[src/rtl/bbt_pkg.sv]
// Shared types and constants for the BSSID blocklist table.
// No dependencies; imported by bbt_if, bbt_ctrl, bbt_datapath and the top level.
`default_nettype none

package bbt_pkg;

    localparam int DEF_TABLE_SLOTS = 16;

    localparam int ADDR_W     = 48;
    localparam int REASON_W   = 16;
    localparam int TIME_W     = 32;
    localparam int COUNT_W    = 8;
    localparam int KIND_W     = 2;
    localparam int CFG_IDX_W  = 2;
    localparam int CFG_DATA_W = 32;

    localparam logic [COUNT_W-1:0]  COUNT_MAX          = '1;
    localparam logic [COUNT_W-1:0]  RST_FAIL_THRESHOLD = 8'd3;
    localparam logic [TIME_W-1:0]   RST_EXPIRE_SECONDS = 32'd300;
    localparam logic [REASON_W-1:0] RST_IMMEDIATE_REASON = 16'd17;

    // config register indexes
    localparam logic [CFG_IDX_W-1:0] CFG_FAIL_THRESHOLD   = 2'd0;
    localparam logic [CFG_IDX_W-1:0] CFG_EXPIRE_SECONDS   = 2'd1;
    localparam logic [CFG_IDX_W-1:0] CFG_IMMEDIATE_REASON = 2'd2;

    typedef enum logic [KIND_W-1:0] {
        KIND_FAIL    = 2'd0,
        KIND_ENABLE  = 2'd1,
        KIND_REFRESH = 2'd2,
        KIND_LIST    = 2'd3
    } t_kind;

    typedef struct packed {
        logic [ADDR_W-1:0]  addr;
        logic [COUNT_W-1:0] count;
        logic [TIME_W-1:0]  stamp;
        logic               blocked;
    } t_entry;

    // controller -> datapath
    typedef struct packed {
        logic load_item;
        logic rd_en;
        logic chk_valid;
        logic finish;
    } t_cmd;

    // datapath -> controller
    typedef struct packed {
        t_kind kind;
        logic  stall;
        logic  out_can_load;
        logic  list_empty;
    } t_stat;

endpackage

`default_nettype wire

[src/rtl/bbt_if.sv]
// Channel interfaces of the blocklist table: item in, result out, config write.
// Depends on bbt_pkg for field widths.
`default_nettype none

interface bbt_item_if import bbt_pkg::*; ();
    logic                valid;
    logic                ready;
    logic [KIND_W-1:0]   kind;
    logic [ADDR_W-1:0]   bssid;
    logic [REASON_W-1:0] reason_code;
    logic [TIME_W-1:0]   now_seconds;

    modport source (output valid, kind, bssid, reason_code, now_seconds, input ready);
    modport sink   (input valid, kind, bssid, reason_code, now_seconds, output ready);
endinterface

interface bbt_result_if import bbt_pkg::*; ();
    logic              valid;
    logic              ready;
    logic              updated;
    logic              table_full;
    logic [ADDR_W-1:0] listed_bssid;
    logic              listed_valid;
    logic              last;

    modport source (output valid, updated, table_full, listed_bssid, listed_valid, last,
                    input ready);
    modport sink   (input valid, updated, table_full, listed_bssid, listed_valid, last,
                    output ready);
endinterface

interface bbt_cfg_if import bbt_pkg::*; ();
    logic                  valid;
    logic                  ready;
    logic [CFG_IDX_W-1:0]  index;
    logic [CFG_DATA_W-1:0] data;

    modport source (output valid, index, data, input ready);
    modport sink   (input valid, index, data, output ready);
endinterface

`default_nettype wire

[src/rtl/bbt_ctrl.sv]
// Table sequencer: takes an item, walks the slots, finishes unless a list emitted.
// Depends on bbt_pkg (t_cmd, t_stat, t_kind).
`default_nettype none

module bbt_ctrl import bbt_pkg::*; #(
    parameter int  TABLE_SLOTS = DEF_TABLE_SLOTS,
    localparam int IDX_W       = (TABLE_SLOTS > 1) ? $clog2(TABLE_SLOTS) : 1
) (
    input  wire logic             i_clk,
    input  wire logic             i_rst_n,
    input  wire logic             i_in_valid,
    output logic                  o_in_ready,
    input  wire t_stat            i_stat,
    output t_cmd                  o_cmd,
    output logic [IDX_W-1:0]      o_rd_idx,
    output logic [IDX_W-1:0]      o_chk_idx
);

    localparam logic [IDX_W-1:0] LAST_IDX = IDX_W'(TABLE_SLOTS - 1);

    typedef enum logic [1:0] {
        ST_IDLE,
        ST_SCAN,
        ST_FINISH
    } t_state;

    t_state            r_state, n_state;
    logic [IDX_W-1:0]  r_issue, n_issue;
    logic              r_issue_on, n_issue_on;
    logic              r_chk_valid, n_chk_valid;
    logic [IDX_W-1:0]  r_chk_idx, n_chk_idx;
    logic              rd_en;
    logic              finish;

    always_comb begin
        n_state     = r_state;
        n_issue     = r_issue;
        n_issue_on  = r_issue_on;
        n_chk_valid = r_chk_valid;
        n_chk_idx   = r_chk_idx;
        o_in_ready  = 1'b0;
        rd_en       = 1'b0;
        finish      = 1'b0;
        case (r_state)
            ST_IDLE: begin
                o_in_ready = 1'b1;
                if (i_in_valid) begin
                    n_state     = ST_SCAN;
                    n_issue     = '0;
                    n_issue_on  = 1'b1;
                    n_chk_valid = 1'b0;
                end
            end
            ST_SCAN: begin
                // read stage feeds check stage one slot per cycle; both hold on stall
                if (!i_stat.stall) begin
                    rd_en       = r_issue_on;
                    n_chk_valid = r_issue_on;
                    n_chk_idx   = r_issue;
                    if (r_issue_on) begin
                        if (r_issue == LAST_IDX) begin
                            n_issue_on = 1'b0;
                        end else begin
                            n_issue = r_issue + IDX_W'(1);
                        end
                    end
                    if (r_chk_valid && r_chk_idx == LAST_IDX) begin
                        n_chk_valid = 1'b0;
                        if (i_stat.kind != KIND_LIST || i_stat.list_empty) begin
                            n_state = ST_FINISH;
                        end else begin
                            n_state = ST_IDLE;
                        end
                    end
                end
            end
            ST_FINISH: begin
                if (i_stat.out_can_load) begin
                    finish  = 1'b1;
                    n_state = ST_IDLE;
                end
            end
            default: begin
                n_state = ST_IDLE;
            end
        endcase
    end

    always_ff @(posedge i_clk) begin
        if (!i_rst_n) begin
            r_state     <= ST_IDLE;
            r_issue     <= '0;
            r_issue_on  <= 1'b0;
            r_chk_valid <= 1'b0;
            r_chk_idx   <= '0;
        end else begin
            r_state     <= n_state;
            r_issue     <= n_issue;
            r_issue_on  <= n_issue_on;
            r_chk_valid <= n_chk_valid;
            r_chk_idx   <= n_chk_idx;
        end
    end

    assign o_cmd.load_item = o_in_ready && i_in_valid;
    assign o_cmd.rd_en     = rd_en;
    assign o_cmd.chk_valid = r_chk_valid;
    assign o_cmd.finish    = finish;
    assign o_rd_idx        = r_issue;
    assign o_chk_idx       = r_chk_idx;

endmodule

`default_nettype wire

[src/rtl/bbt_datapath.sv]
// Datapath of the blocklist table: slot memory, used bits, config, scan
// trackers and the result register. Depends on bbt_pkg.
`default_nettype none

module bbt_datapath import bbt_pkg::*; #(
    parameter int  TABLE_SLOTS = DEF_TABLE_SLOTS,
    localparam int IDX_W       = (TABLE_SLOTS > 1) ? $clog2(TABLE_SLOTS) : 1
) (
    input  wire logic                  i_clk,
    input  wire logic                  i_rst_n,
    input  wire t_cmd                  i_cmd,
    input  wire logic [IDX_W-1:0]      i_rd_idx,
    input  wire logic [IDX_W-1:0]      i_chk_idx,
    output t_stat                      o_stat,
    input  wire logic [KIND_W-1:0]     i_kind,
    input  wire logic [ADDR_W-1:0]     i_bssid,
    input  wire logic [REASON_W-1:0]   i_reason_code,
    input  wire logic [TIME_W-1:0]     i_now_seconds,
    input  wire logic                  i_cfg_valid,
    output logic                       o_cfg_ready,
    input  wire logic [CFG_IDX_W-1:0]  i_cfg_index,
    input  wire logic [CFG_DATA_W-1:0] i_cfg_data,
    output logic                       o_out_valid,
    input  wire logic                  i_out_ready,
    output logic                       o_updated,
    output logic                       o_table_full,
    output logic [ADDR_W-1:0]          o_listed_bssid,
    output logic                       o_listed_valid,
    output logic                       o_last
);

    // item and config registers
    t_kind               r_kind;
    logic [ADDR_W-1:0]   r_bssid;
    logic [REASON_W-1:0] r_reason;
    logic [TIME_W-1:0]   r_now;
    logic [COUNT_W-1:0]  r_fail_threshold;
    logic [TIME_W-1:0]   r_expire;
    logic [REASON_W-1:0] r_imm_reason;

    // slot storage
    logic [TABLE_SLOTS-1:0] r_used, n_used;
    t_entry                 r_mem [TABLE_SLOTS];
    t_entry                 r_rd_data;

    // scan trackers
    logic               r_found;
    logic [IDX_W-1:0]   r_found_idx;
    logic [COUNT_W-1:0] r_found_cnt;
    logic               r_found_blk;
    logic               r_free_ok;
    logic [IDX_W-1:0]   r_free_idx;
    logic               r_upd;

    // result register
    logic              r_out_valid;
    logic              r_updated;
    logic              r_table_full;
    logic [ADDR_W-1:0] r_listed_bssid;
    logic              r_listed_valid;
    logic              r_last;

    logic               bssid_nz;
    logic               chk_used;
    logic               addr_hit;
    logic [TIME_W-1:0]  age;
    logic               expired;
    logic               any_after;
    logic               list_emit;
    logic               out_can_load;
    logic               stall;
    logic               chk_go;
    logic               drop_slot;
    logic [IDX_W-1:0]   tgt_idx;
    logic [COUNT_W-1:0] cnt0;
    logic [COUNT_W-1:0] cnt1;
    logic               blk0;
    logic               blk_new;
    logic               fail_store;
    logic               fail_full;
    logic               wr_en;
    t_entry             wr_data;
    logic               fin_updated;

    // check stage
    assign bssid_nz     = (r_bssid != '0);
    assign chk_used     = r_used[i_chk_idx];
    assign addr_hit     = chk_used && (r_rd_data.addr == r_bssid) && bssid_nz;
    assign age          = r_now - r_rd_data.stamp;   // wraps mod 2^32
    assign expired      = chk_used && r_rd_data.blocked && (age >= r_expire);
    assign any_after    = |((r_used >> i_chk_idx) >> 1);
    assign list_emit    = i_cmd.chk_valid && (r_kind == KIND_LIST) && chk_used;
    assign out_can_load = !r_out_valid || i_out_ready;
    assign stall        = list_emit && !out_can_load;
    assign chk_go       = i_cmd.chk_valid && !stall;
    assign drop_slot    = chk_go && (((r_kind == KIND_ENABLE) && addr_hit) ||
                                     ((r_kind == KIND_REFRESH) && expired));

    // failure-report commit
    assign tgt_idx    = r_found ? r_found_idx : r_free_idx;
    assign cnt0       = r_found ? r_found_cnt : '0;
    assign blk0       = r_found && r_found_blk;
    assign cnt1       = (cnt0 == COUNT_MAX) ? cnt0 : cnt0 + COUNT_W'(1);
    assign blk_new    = !blk0 && ((cnt1 >= r_fail_threshold) || (r_reason == r_imm_reason));
    assign fail_store = bssid_nz && (r_found || r_free_ok);
    assign fail_full  = bssid_nz && !r_found && !r_free_ok;
    assign wr_en      = i_cmd.finish && (r_kind == KIND_FAIL) && fail_store;

    always_comb begin
        wr_data.addr    = r_bssid;
        wr_data.count   = cnt1;
        wr_data.stamp   = r_now;
        wr_data.blocked = blk0 || blk_new;
    end

    always_comb begin
        case (r_kind)
            KIND_FAIL:    fin_updated = fail_store && blk_new;
            KIND_ENABLE:  fin_updated = r_upd;
            KIND_REFRESH: fin_updated = r_upd;
            KIND_LIST:    fin_updated = 1'b0;
            default:      fin_updated = 1'b0;
        endcase
    end

    always_comb begin
        n_used = r_used;
        if (wr_en && !r_found) begin
            n_used[tgt_idx] = 1'b1;
        end
        if (drop_slot) begin
            n_used[i_chk_idx] = 1'b0;
        end
    end

    // memory
    always_ff @(posedge i_clk) begin
        if (wr_en) begin
            r_mem[tgt_idx] <= wr_data;
        end
    end

    always_ff @(posedge i_clk) begin
        if (i_cmd.rd_en) begin
            r_rd_data <= r_mem[i_rd_idx];
        end
    end

    // control state
    always_ff @(posedge i_clk) begin
        if (!i_rst_n) begin
            r_used           <= '0;
            r_fail_threshold <= RST_FAIL_THRESHOLD;
            r_expire         <= RST_EXPIRE_SECONDS;
            r_imm_reason     <= RST_IMMEDIATE_REASON;
            r_found          <= 1'b0;
            r_free_ok        <= 1'b0;
            r_upd            <= 1'b0;
            r_out_valid      <= 1'b0;
        end else begin
            r_used <= n_used;
            if (i_cfg_valid) begin
                case (i_cfg_index)
                    CFG_FAIL_THRESHOLD:   r_fail_threshold <= i_cfg_data[COUNT_W-1:0];
                    CFG_EXPIRE_SECONDS:   r_expire         <= i_cfg_data[TIME_W-1:0];
                    CFG_IMMEDIATE_REASON: r_imm_reason     <= i_cfg_data[REASON_W-1:0];
                    default: ;
                endcase
            end
            if (i_cmd.load_item) begin
                r_found   <= 1'b0;
                r_free_ok <= 1'b0;
                r_upd     <= 1'b0;
            end else if (chk_go) begin
                if (r_kind == KIND_FAIL) begin
                    if (addr_hit) begin
                        r_found <= 1'b1;
                    end
                    if (!chk_used && !r_free_ok) begin
                        r_free_ok <= 1'b1;
                    end
                end
                if (drop_slot) begin
                    r_upd <= 1'b1;
                end
            end
            if (i_cmd.finish || (chk_go && list_emit)) begin
                r_out_valid <= 1'b1;
            end else if (i_out_ready) begin
                r_out_valid <= 1'b0;
            end
        end
    end

    // payload
    always_ff @(posedge i_clk) begin
        if (i_cmd.load_item) begin
            r_kind   <= t_kind'(i_kind);
            r_bssid  <= i_bssid;
            r_reason <= i_reason_code;
            r_now    <= i_now_seconds;
        end
        if (chk_go && (r_kind == KIND_FAIL)) begin
            if (addr_hit) begin
                r_found_idx <= i_chk_idx;
                r_found_cnt <= r_rd_data.count;
                r_found_blk <= r_rd_data.blocked;
            end
            if (!chk_used && !r_free_ok) begin
                r_free_idx <= i_chk_idx;
            end
        end
        if (i_cmd.finish) begin
            r_updated      <= fin_updated;
            r_table_full   <= (r_kind == KIND_FAIL) && fail_full;
            r_listed_bssid <= '0;
            r_listed_valid <= 1'b0;
            r_last         <= 1'b1;
        end else if (chk_go && list_emit) begin
            r_updated      <= 1'b0;
            r_table_full   <= 1'b0;
            r_listed_bssid <= r_rd_data.addr;
            r_listed_valid <= 1'b1;
            r_last         <= !any_after;
        end
    end

    assign o_stat.kind         = r_kind;
    assign o_stat.stall        = stall;
    assign o_stat.out_can_load = out_can_load;
    assign o_stat.list_empty   = ~|r_used;

    assign o_cfg_ready    = 1'b1;
    assign o_out_valid    = r_out_valid;
    assign o_updated      = r_updated;
    assign o_table_full   = r_table_full;
    assign o_listed_bssid = r_listed_bssid;
    assign o_listed_valid = r_listed_valid;
    assign o_last         = r_last;

endmodule

`default_nettype wire

[src/rtl/bssid_blocklist_table.sv]
// Kinds 0-2 give one result each; a list gives one per used slot, or one if the table is empty.
// A new item is taken only once the walk of the last one is done; the walk reads one slot
//   per cycle unless a list result waiting for the sink stalls it.
// Reset: synchronous, active low; empties the table and loads the config reset values.
// Depends on bbt_pkg, bbt_if, bbt_ctrl and bbt_datapath.
`default_nettype none

// Every item walks all slots in order: read one slot per cycle unless a list
// result stalls, then check it from the read register. The walk finds a match
// or the lowest free slot for a failure report, drops matched or expired
// slots for re-enable and refresh, and emits used addresses for a list. The
// input is taken only while the sequencer is idle; the result register lets
// a finished result wait for the sink while the next item is already taken.
module bssid_blocklist_table import bbt_pkg::*; #(
    parameter int TABLE_SLOTS = DEF_TABLE_SLOTS
) (
    input  wire logic   i_clk,
    input  wire logic   i_rst_n,
    bbt_item_if.sink    i_item,
    bbt_result_if.source o_result,
    bbt_cfg_if.sink     i_cfg
);

    localparam int IDX_W = (TABLE_SLOTS > 1) ? $clog2(TABLE_SLOTS) : 1;

    t_cmd             cmd;
    t_stat            stat;
    logic [IDX_W-1:0] rd_idx;
    logic [IDX_W-1:0] chk_idx;

    // sequencer: input handshake, slot walk, finish step
    bbt_ctrl #(
        .TABLE_SLOTS (TABLE_SLOTS)
    ) u_ctrl (
        .i_clk      (i_clk),
        .i_rst_n    (i_rst_n),
        .i_in_valid (i_item.valid),
        .o_in_ready (i_item.ready),
        .i_stat     (stat),
        .o_cmd      (cmd),
        .o_rd_idx   (rd_idx),
        .o_chk_idx  (chk_idx)
    );

    // storage, compare logic, config and result register
    bbt_datapath #(
        .TABLE_SLOTS (TABLE_SLOTS)
    ) u_dp (
        .i_clk          (i_clk),
        .i_rst_n        (i_rst_n),
        .i_cmd          (cmd),
        .i_rd_idx       (rd_idx),
        .i_chk_idx      (chk_idx),
        .o_stat         (stat),
        .i_kind         (i_item.kind),
        .i_bssid        (i_item.bssid),
        .i_reason_code  (i_item.reason_code),
        .i_now_seconds  (i_item.now_seconds),
        .i_cfg_valid    (i_cfg.valid),
        .o_cfg_ready    (i_cfg.ready),
        .i_cfg_index    (i_cfg.index),
        .i_cfg_data     (i_cfg.data),
        .o_out_valid    (o_result.valid),
        .i_out_ready    (o_result.ready),
        .o_updated      (o_result.updated),
        .o_table_full   (o_result.table_full),
        .o_listed_bssid (o_result.listed_bssid),
        .o_listed_valid (o_result.listed_valid),
        .o_last         (o_result.last)
    );

endmodule

`default_nettype wire

[src/flat_wrapper.sv]
// flat-port wrapper written by rule: the top's interface ports become plain ports
module bssid_blocklist_table_flat import bbt_pkg::*;
#(
    parameter int TABLE_SLOTS = DEF_TABLE_SLOTS
)
  (i_clk, i_rst_n, i_item_valid, i_item_kind, i_item_bssid, i_item_reason_code, i_item_now_seconds, i_item_ready, o_result_valid, o_result_updated, o_result_table_full, o_result_listed_bssid, o_result_listed_valid, o_result_last, o_result_ready, i_cfg_valid, i_cfg_index, i_cfg_data, i_cfg_ready);
  bbt_item_if i_item_i ();
  bbt_result_if o_result_i ();
  bbt_cfg_if i_cfg_i ();
  input  wire logic i_clk;
  input  wire logic i_rst_n;
  input wire logic [$bits(i_item_i.valid)-1:0] i_item_valid;
  input wire logic [$bits(i_item_i.kind)-1:0] i_item_kind;
  input wire logic [$bits(i_item_i.bssid)-1:0] i_item_bssid;
  input wire logic [$bits(i_item_i.reason_code)-1:0] i_item_reason_code;
  input wire logic [$bits(i_item_i.now_seconds)-1:0] i_item_now_seconds;
  output wire logic [$bits(i_item_i.ready)-1:0] i_item_ready;
  output wire logic [$bits(o_result_i.valid)-1:0] o_result_valid;
  output wire logic [$bits(o_result_i.updated)-1:0] o_result_updated;
  output wire logic [$bits(o_result_i.table_full)-1:0] o_result_table_full;
  output wire logic [$bits(o_result_i.listed_bssid)-1:0] o_result_listed_bssid;
  output wire logic [$bits(o_result_i.listed_valid)-1:0] o_result_listed_valid;
  output wire logic [$bits(o_result_i.last)-1:0] o_result_last;
  input wire logic [$bits(o_result_i.ready)-1:0] o_result_ready;
  input wire logic [$bits(i_cfg_i.valid)-1:0] i_cfg_valid;
  input wire logic [$bits(i_cfg_i.index)-1:0] i_cfg_index;
  input wire logic [$bits(i_cfg_i.data)-1:0] i_cfg_data;
  output wire logic [$bits(i_cfg_i.ready)-1:0] i_cfg_ready;
  assign i_item_i.valid = i_item_valid;
  assign i_item_i.kind = i_item_kind;
  assign i_item_i.bssid = i_item_bssid;
  assign i_item_i.reason_code = i_item_reason_code;
  assign i_item_i.now_seconds = i_item_now_seconds;
  assign i_item_ready = i_item_i.ready;
  assign o_result_valid = o_result_i.valid;
  assign o_result_updated = o_result_i.updated;
  assign o_result_table_full = o_result_i.table_full;
  assign o_result_listed_bssid = o_result_i.listed_bssid;
  assign o_result_listed_valid = o_result_i.listed_valid;
  assign o_result_last = o_result_i.last;
  assign o_result_i.ready = o_result_ready;
  assign i_cfg_i.valid = i_cfg_valid;
  assign i_cfg_i.index = i_cfg_index;
  assign i_cfg_i.data = i_cfg_data;
  assign i_cfg_ready = i_cfg_i.ready;
  bssid_blocklist_table #(.TABLE_SLOTS(TABLE_SLOTS)) u_core (.i_clk(i_clk), .i_rst_n(i_rst_n), .i_item(i_item_i), .o_result(o_result_i), .i_cfg(i_cfg_i));
endmodule
[config.mk]
export PLATFORM = sky130hd
export DESIGN_NAME = bssid_blocklist_table_flat
export DESIGN_NICKNAME = d
export VERILOG_FILES = /design/src/rtl/bbt_pkg.sv /design/src/rtl/bbt_if.sv /design/src/rtl/bbt_ctrl.sv /design/src/rtl/bbt_datapath.sv /design/src/rtl/bssid_blocklist_table.sv /design/src/flat_wrapper.sv
export SDC_FILE = /design/constraint.sdc
export NUM_CORES = 2
export LEC_CHECK = 0
export ABC_AREA = 1
export ABC_CLOCK_PERIOD_IN_PS = 9310
export BUFFER_PORTS_ARGS = -buffer_cell sky130_fd_sc_hd__buf_2
export CAP_MARGIN = 20
export CORE_MARGIN = 2
export CORE_UTILIZATION = 32
export CTS_CLUSTER_SIZE = 14
export DETAILED_ROUTE_END_ITERATION = 10
export SYNTH_ARGS = -nofsm -noshare
export SYNTH_HDL_FRONTEND = slang
export SYNTH_SLANG_ARGS = --single-unit
[constraint.sdc]
create_clock -name i_clk -period 9.31 [get_ports i_clk]
set_input_delay 1.862 -clock i_clk [delete_from_list [all_inputs] [get_ports i_clk]]
set_output_delay 1.862 -clock i_clk [all_outputs]
set_load 0.005 [all_outputs]
Word-level counts from Yosys, hierarchy flattened
Memories as Yosys holds them, arrays and structs flattened. A register that Yosys moved wholly into a read port is not among the register bits.
Index checks and enable logic that the tools add are counted.

operators by class
  equal/unequal tests = 19
  add/sub/neg operators = 3
  mux-type cells = 44
  magnitude comparators = 6
  bitwise operators = 5
  divide/modulo/power cells = 0
  $mul = 0
  reductions and logical operators = 67
  shift-type cells = 1

operators with widths
  operator               number
  $eq A48 B48 Y1         1
  $reduce_bool A48 Y1    1
  $ge A32 B32 Y1         1
  $mux W16               2
  $sub A32 B32 Y32       1
  $logic_and A1 B1 Y1    28
  $mux W1                22
  $mux W4                5
  $and A16 B16 Y16       1
  $eq A16 B16 Y1         1
  $mux W8                2
  $not A16 Y16           1
  $or A16 B16 Y16        1
  $reduce_or A16 Y1      1
  $shr A16 B4 Y16        1
  $reduce_or A15 Y1      1
  $ne A2 B2 Y1 const B   7
  $reduce_and A2 Y1      7
  $lt A4 B5 Y1 const B   2
  $mux W2                5
  $logic_not A1 Y1       9
  $reduce_and A3 Y1      3
  $add A8 B1 Y8 const B  1
  $demux W1 S4           2
  other kinds (19)       39

storage, ports and cells
  input port bits = 137
  flip-flop bits (word level) = 255
  RAM bits = 1424
  memory bits (read-only) = 0
  bits in latches = 0
  memories kept = 1
  output and inout port bits = 55
  logic and storage cells = 172

memory list
  memory             depth  width  rd ports  clocked after memory_dff  write ports  RTL line            RTL
  u_core.u_dp.r_mem  16     89     1         1                         1            bbt_datapath.sv:43  t_entry r_mem [TABLE_SLOTS];

Longest topological paths before layout
  depth after elaboration = 10
  gate-level depth with buffers = 27
  mapped depth without buffers = 26

Cells and area by module
From an unflattened synthesis, not the netlist that was laid out.

second synthesis, totals
  cells, all modules = 5584
  area, all modules = 72743.5 um^2

modules (own cells, without submodules)
  module        area each (um^2)  instances  cells each  sequential area each (um^2)
  bbt_datapath  72075.4           1          5483        51469.4
  bbt_ctrl      668.1             1          101         240.2

Worst setup path after synthesis
OpenSTA, ideal clock, no wires.

  path kind = input to register
  from = input o_result_ready
  to = memory u_core.u_dp.r_mem[15][0] (netlist name), enable pin
  cell stages on the path = 7
  setup time = 0.537 ns
  data arrival time = 6.564 ns
  slack = 2.209 ns
  cells stage by stage = nor2_1 -> inv_1 -> nand3_2 -> nor2_2 -> nand3_1 -> or2_2 -> nor2_1

between the ends
  cells in the longest elaborated chain, start to end = 7

ends and longest elaborated chain
  what                              RTL line             RTL
  from (decl)                       flat_wrapper.sv:24   input wire logic [$bits(o_result_i.ready)-1:0] o_result_ready;
  $logic_or A1 B1 Y1                bbt_datapath.sv:93   assign out_can_load = !r_out_valid || i_out_ready;
  $mux W1                           bbt_ctrl.sv:78       if (i_stat.out_can_load) begin
  $mux W1                           bbt_ctrl.sv:44       case (r_state)
  $logic_and A1 B1 Y1 (2 in a row)  bbt_datapath.sv:107  assign wr_en = i_cmd.finish && (r_kind == KIND_FAIL) && fail_store;
  $mux W1                           bbt_datapath.sv:138  if (wr_en) begin
  $mux W1 (not written as such)     bbt_datapath.sv:139  r_mem[tgt_idx] <= wr_data;
  to (decl)                         bbt_datapath.sv:43

Every way passes these cells.

Final worst setup path
  from = input o_result_ready
  to = memory u_core.u_dp.r_mem[10][32] (netlist name), enable pin

The elaborated chain is that of the path after synthesis.

==> results.py <==
metrics = {
    "floorplanning": {
        "die_y_um": 476,
        "initial_utilization": 0.321,
        "io_pins": 192,
        "die_w_um": 476,
        "coreArea_um2": 222000,
        "dieArea_um2": 227000,
        "rows": 173,
    },
    "timing": {
        "skew_ns": 0.0633,
        "drv_slew": 0,
        "tns_ns": 0,
        "finalSetupViolCount": 0,
        "maxSlewHeadroom": 0.240,
        "post-route-period-util": 0.544,
        "finalCriticalPeriod_ns": 5.07,
        "tightestPinTransition_ns": 1.14,
        "clock.fmax_mhz": 197,
        "rsz0062_at_grt": "false",
        "finalHoldViolCount": 0,
    },
    "detailed_routing": {
        "post_drt_wl_per_cell_um": 21.9,
        "drc": 0,
        "ant_nets": 0,
        "drtIter0Drc": 4636,
        "routed_via_density": 5.14,
        "vias": 44300,
        "detailedRoute.firstPassIterationCount": 5,
        "totalWireLength_um": 189000,
    },
    "global_routing": {
        "grt_use_total": 0.162,
        "antenna_found_initial": 20,
        "grt_max_degree": 253,
        "grt_pass1_wl_um": 281000,
        "gr-total-overflow": 0,
        "grt_pass1_vias": 42800,
    },
    "yosys": {
        "synth.area.top_cells": "edfxtp_1 (69%), dfxtp_1 (3.9%), nor2_1 (3.7%)",
        "syn_nets": 5551,
        "netlist.area_leader.share": 0.686,
        "synth_warnings": 0,
        "synthDistinctLibCells": 53,
        "ys_ff_latch": 1768,
        "avgSynthCellArea_um2": 13.4,
        "synth_edf_count": 1630,
        "synth.largest_area_cell": "edfxtp_1",
        "netlist_area_um2": 71400,
        "ys_seq_area_frac": 0.724,
        "async_reset_ff_frac": 0,
        "synth_flop_cell": "edfxtp_1",
        "synthCells": 5336,
    },
    "setup_path": {
        "cp.required_ns": 9.75,
        "worstPathCellList": "buf_2, nor2_1, inv_1, nand3_2, nor2_2, nand4_1, nor2_4, buf_4",
        "arrival_ns": 5.51,
        "critPathKind": "input port to register",
        "max_stage_delay_ns": 1.00,
        "start_kind": "input port",
        "slowest_stage": "nor2_4",
        "cp_num_buf_inv": 3,
        "cp_top_family": "simple AND/OR/NAND/NOR gates",
        "crit_path_max_fanout": 36,
        "crit_path_end_kind": "register",
    },
    "power": {
        "power.switching_uw": 4470,
        "internal_power_uw": 13300,
        "p_per_area_nw_per_um2": 218,
        "clock_power_share": 0.395,
        "combPwrFrac": 0.098,
        "p_seq_frac": 0.507,
        "switching_share": 0.252,
        "vdd_drop_max_mv": 0.164,
        "power.leakage_uw": 0.0263,
    },
    "cts": {
        "cts_hold_buf": 0,
        "clk_path_buf_depth": 3,
        "cts_buffers": 177,
        "post_cts_buffers": 0,
        "clk_pin_slew_ns": 0.06,
        "root_buffer": "clkbuf_16",
        "cts_htree_levels": 4,
        "cts_sinks": 1768,
        "cts_tree": "built",
        "cts_resized": 0,
        "clock_latency_ns": 0.85,
    },
    "place": {
        "dp.cells": 8281,
        "port_buffers": 190,
        "dpl.hpwl_um": 109000,
        "place_congestion": 0.872,
    },
    "finish": {
        "syn_to_final_growth_pct": 14.1,
        "final_common_cell": "edfxtp_1",
        "drive_gt1_frac": 0.103,
        "fin_nets": 5703,
        "final_cell_mix": "edfxtp_1 (1630), nor2_1 (701), nand2_1 (501)",
        "fin_cells": 8616,
    },
    "job": {
        "cap_violations": 0,
    },
    "outcome": {
        "outcome": "complete, no violations",
    },
    "hold_path": {
        "hp-class": "register to register",
    },
}
[logic make-up after synthesis]
logic type | count (synthesis) | synth area share
XOR/XNOR | 68 | 0.00834
adder cells (fa/ha/maj) | 78 | 0.0138
other | 1 | 0.0000525
flip-flops | 1768 | 0.724
AND/OR/NAND/NOR | 1441 | 0.0815
buffers and inverters | 566 | 0.0311
multiplexers | 265 | 0.0372
AO/OA/AOI/OAI | 1149 | 0.104
[cells in the mapped netlist, types with 13 or more instances]
library cell     n
a21oi_1        187
buf_1           14
buf_2           48
clkbuf_1       241
dfxtp_1        138
edfxtp_1      1630
ha_1            77
inv_1          244
mux2i_1        265
nand2_1        501
nand3_1        155
nand4_1         27
nor2_1         710
nor4_1          13
o211ai_1       102
o21ai_0        471
o221ai_1       266
o32ai_1         91
xnor2_1         31
xor2_1          37
[flip-flops by register name, indices dropped and copies added (netlist names), 32 cells and up]
signal                      count
u_core.u_dp.r_rd_data          89
u_core.u_dp.r_now              32
u_core.u_dp.r_bssid            48
u_core.u_dp.o_listed_bssid     48
u_core.u_dp.r_expire           32
u_core.u_dp.r_mem            1424
[metal layers]
layer / vias to the layer above / wire (um) / share of wire / global-route usage
met5: - / 135 / 0.00071 / 0
met4: 22 / 4800 / 0.025 / 0.0489
met3: 258 / 12100 / 0.064 / 0.0274
met2: 1454 / 85400 / 0.45 / 0.250
met1: 22300 / 86600 / 0.46 / 0.233
li1: 20200 / - / - / -
[layout make-up]
class / count / area (um^2)
clock inverters: 104 / 1040
fillers: 21100 / 141000
clock buffers: 226 / 4690
multi-input cells: 3002 / 17500
flip-flops and latches: 1768 / 51700
repair buffers: 284 / 1710
diodes: 2 / 5.00
well taps: 2975 / 3720
inverters: 255 / 1010
[power by group through the flow]
stage / clock, uW / sequential, uW / combinational, uW
global placement: 0 / 9150 / 1710
global route: 7460 / 9000 / 1920
CTS: 7150 / 8990 / 1740
floorplan: 0 / 9060 / 1180
finish: 7000 / 8990 / 1740
detailed placement: 0 / 9150 / 1730
[final timing paths]
kind	start	end	slack [ns]	cells past startpoint
worst max-delay path	o_result_ready	u_core.u_dp.r_mem[10][32]	4.24	8
worst min-delay path	u_core.u_dp.r_rd_data[36]	u_core.u_dp.r_found_cnt[3]	0.42	0
worst max register to register	u_core.u_dp.r_now[0]	u_core.u_dp.r_used[11]	4.32	24
worst min register to register	u_core.u_dp.r_rd_data[36]	u_core.u_dp.r_found_cnt[3]	0.42	0
[stage by stage]
step	hold slack [ns]	util	total power [uW]	worst slack, ns	area [um^2]
finish	0.418	0.367	17700	4.24	81400
global placement	0.407	0.341	10900	3.48	75700
floorplan	0.400	-	10200	2.21	71400
global route	0.425	0.367	18400	3.95	81400
CTS	0.418	0.366	17900	4.28	81400
detailed placement	0.405	0.341	10900	3.40	75700
Note: power is estimated with default switching activity, not from simulation.
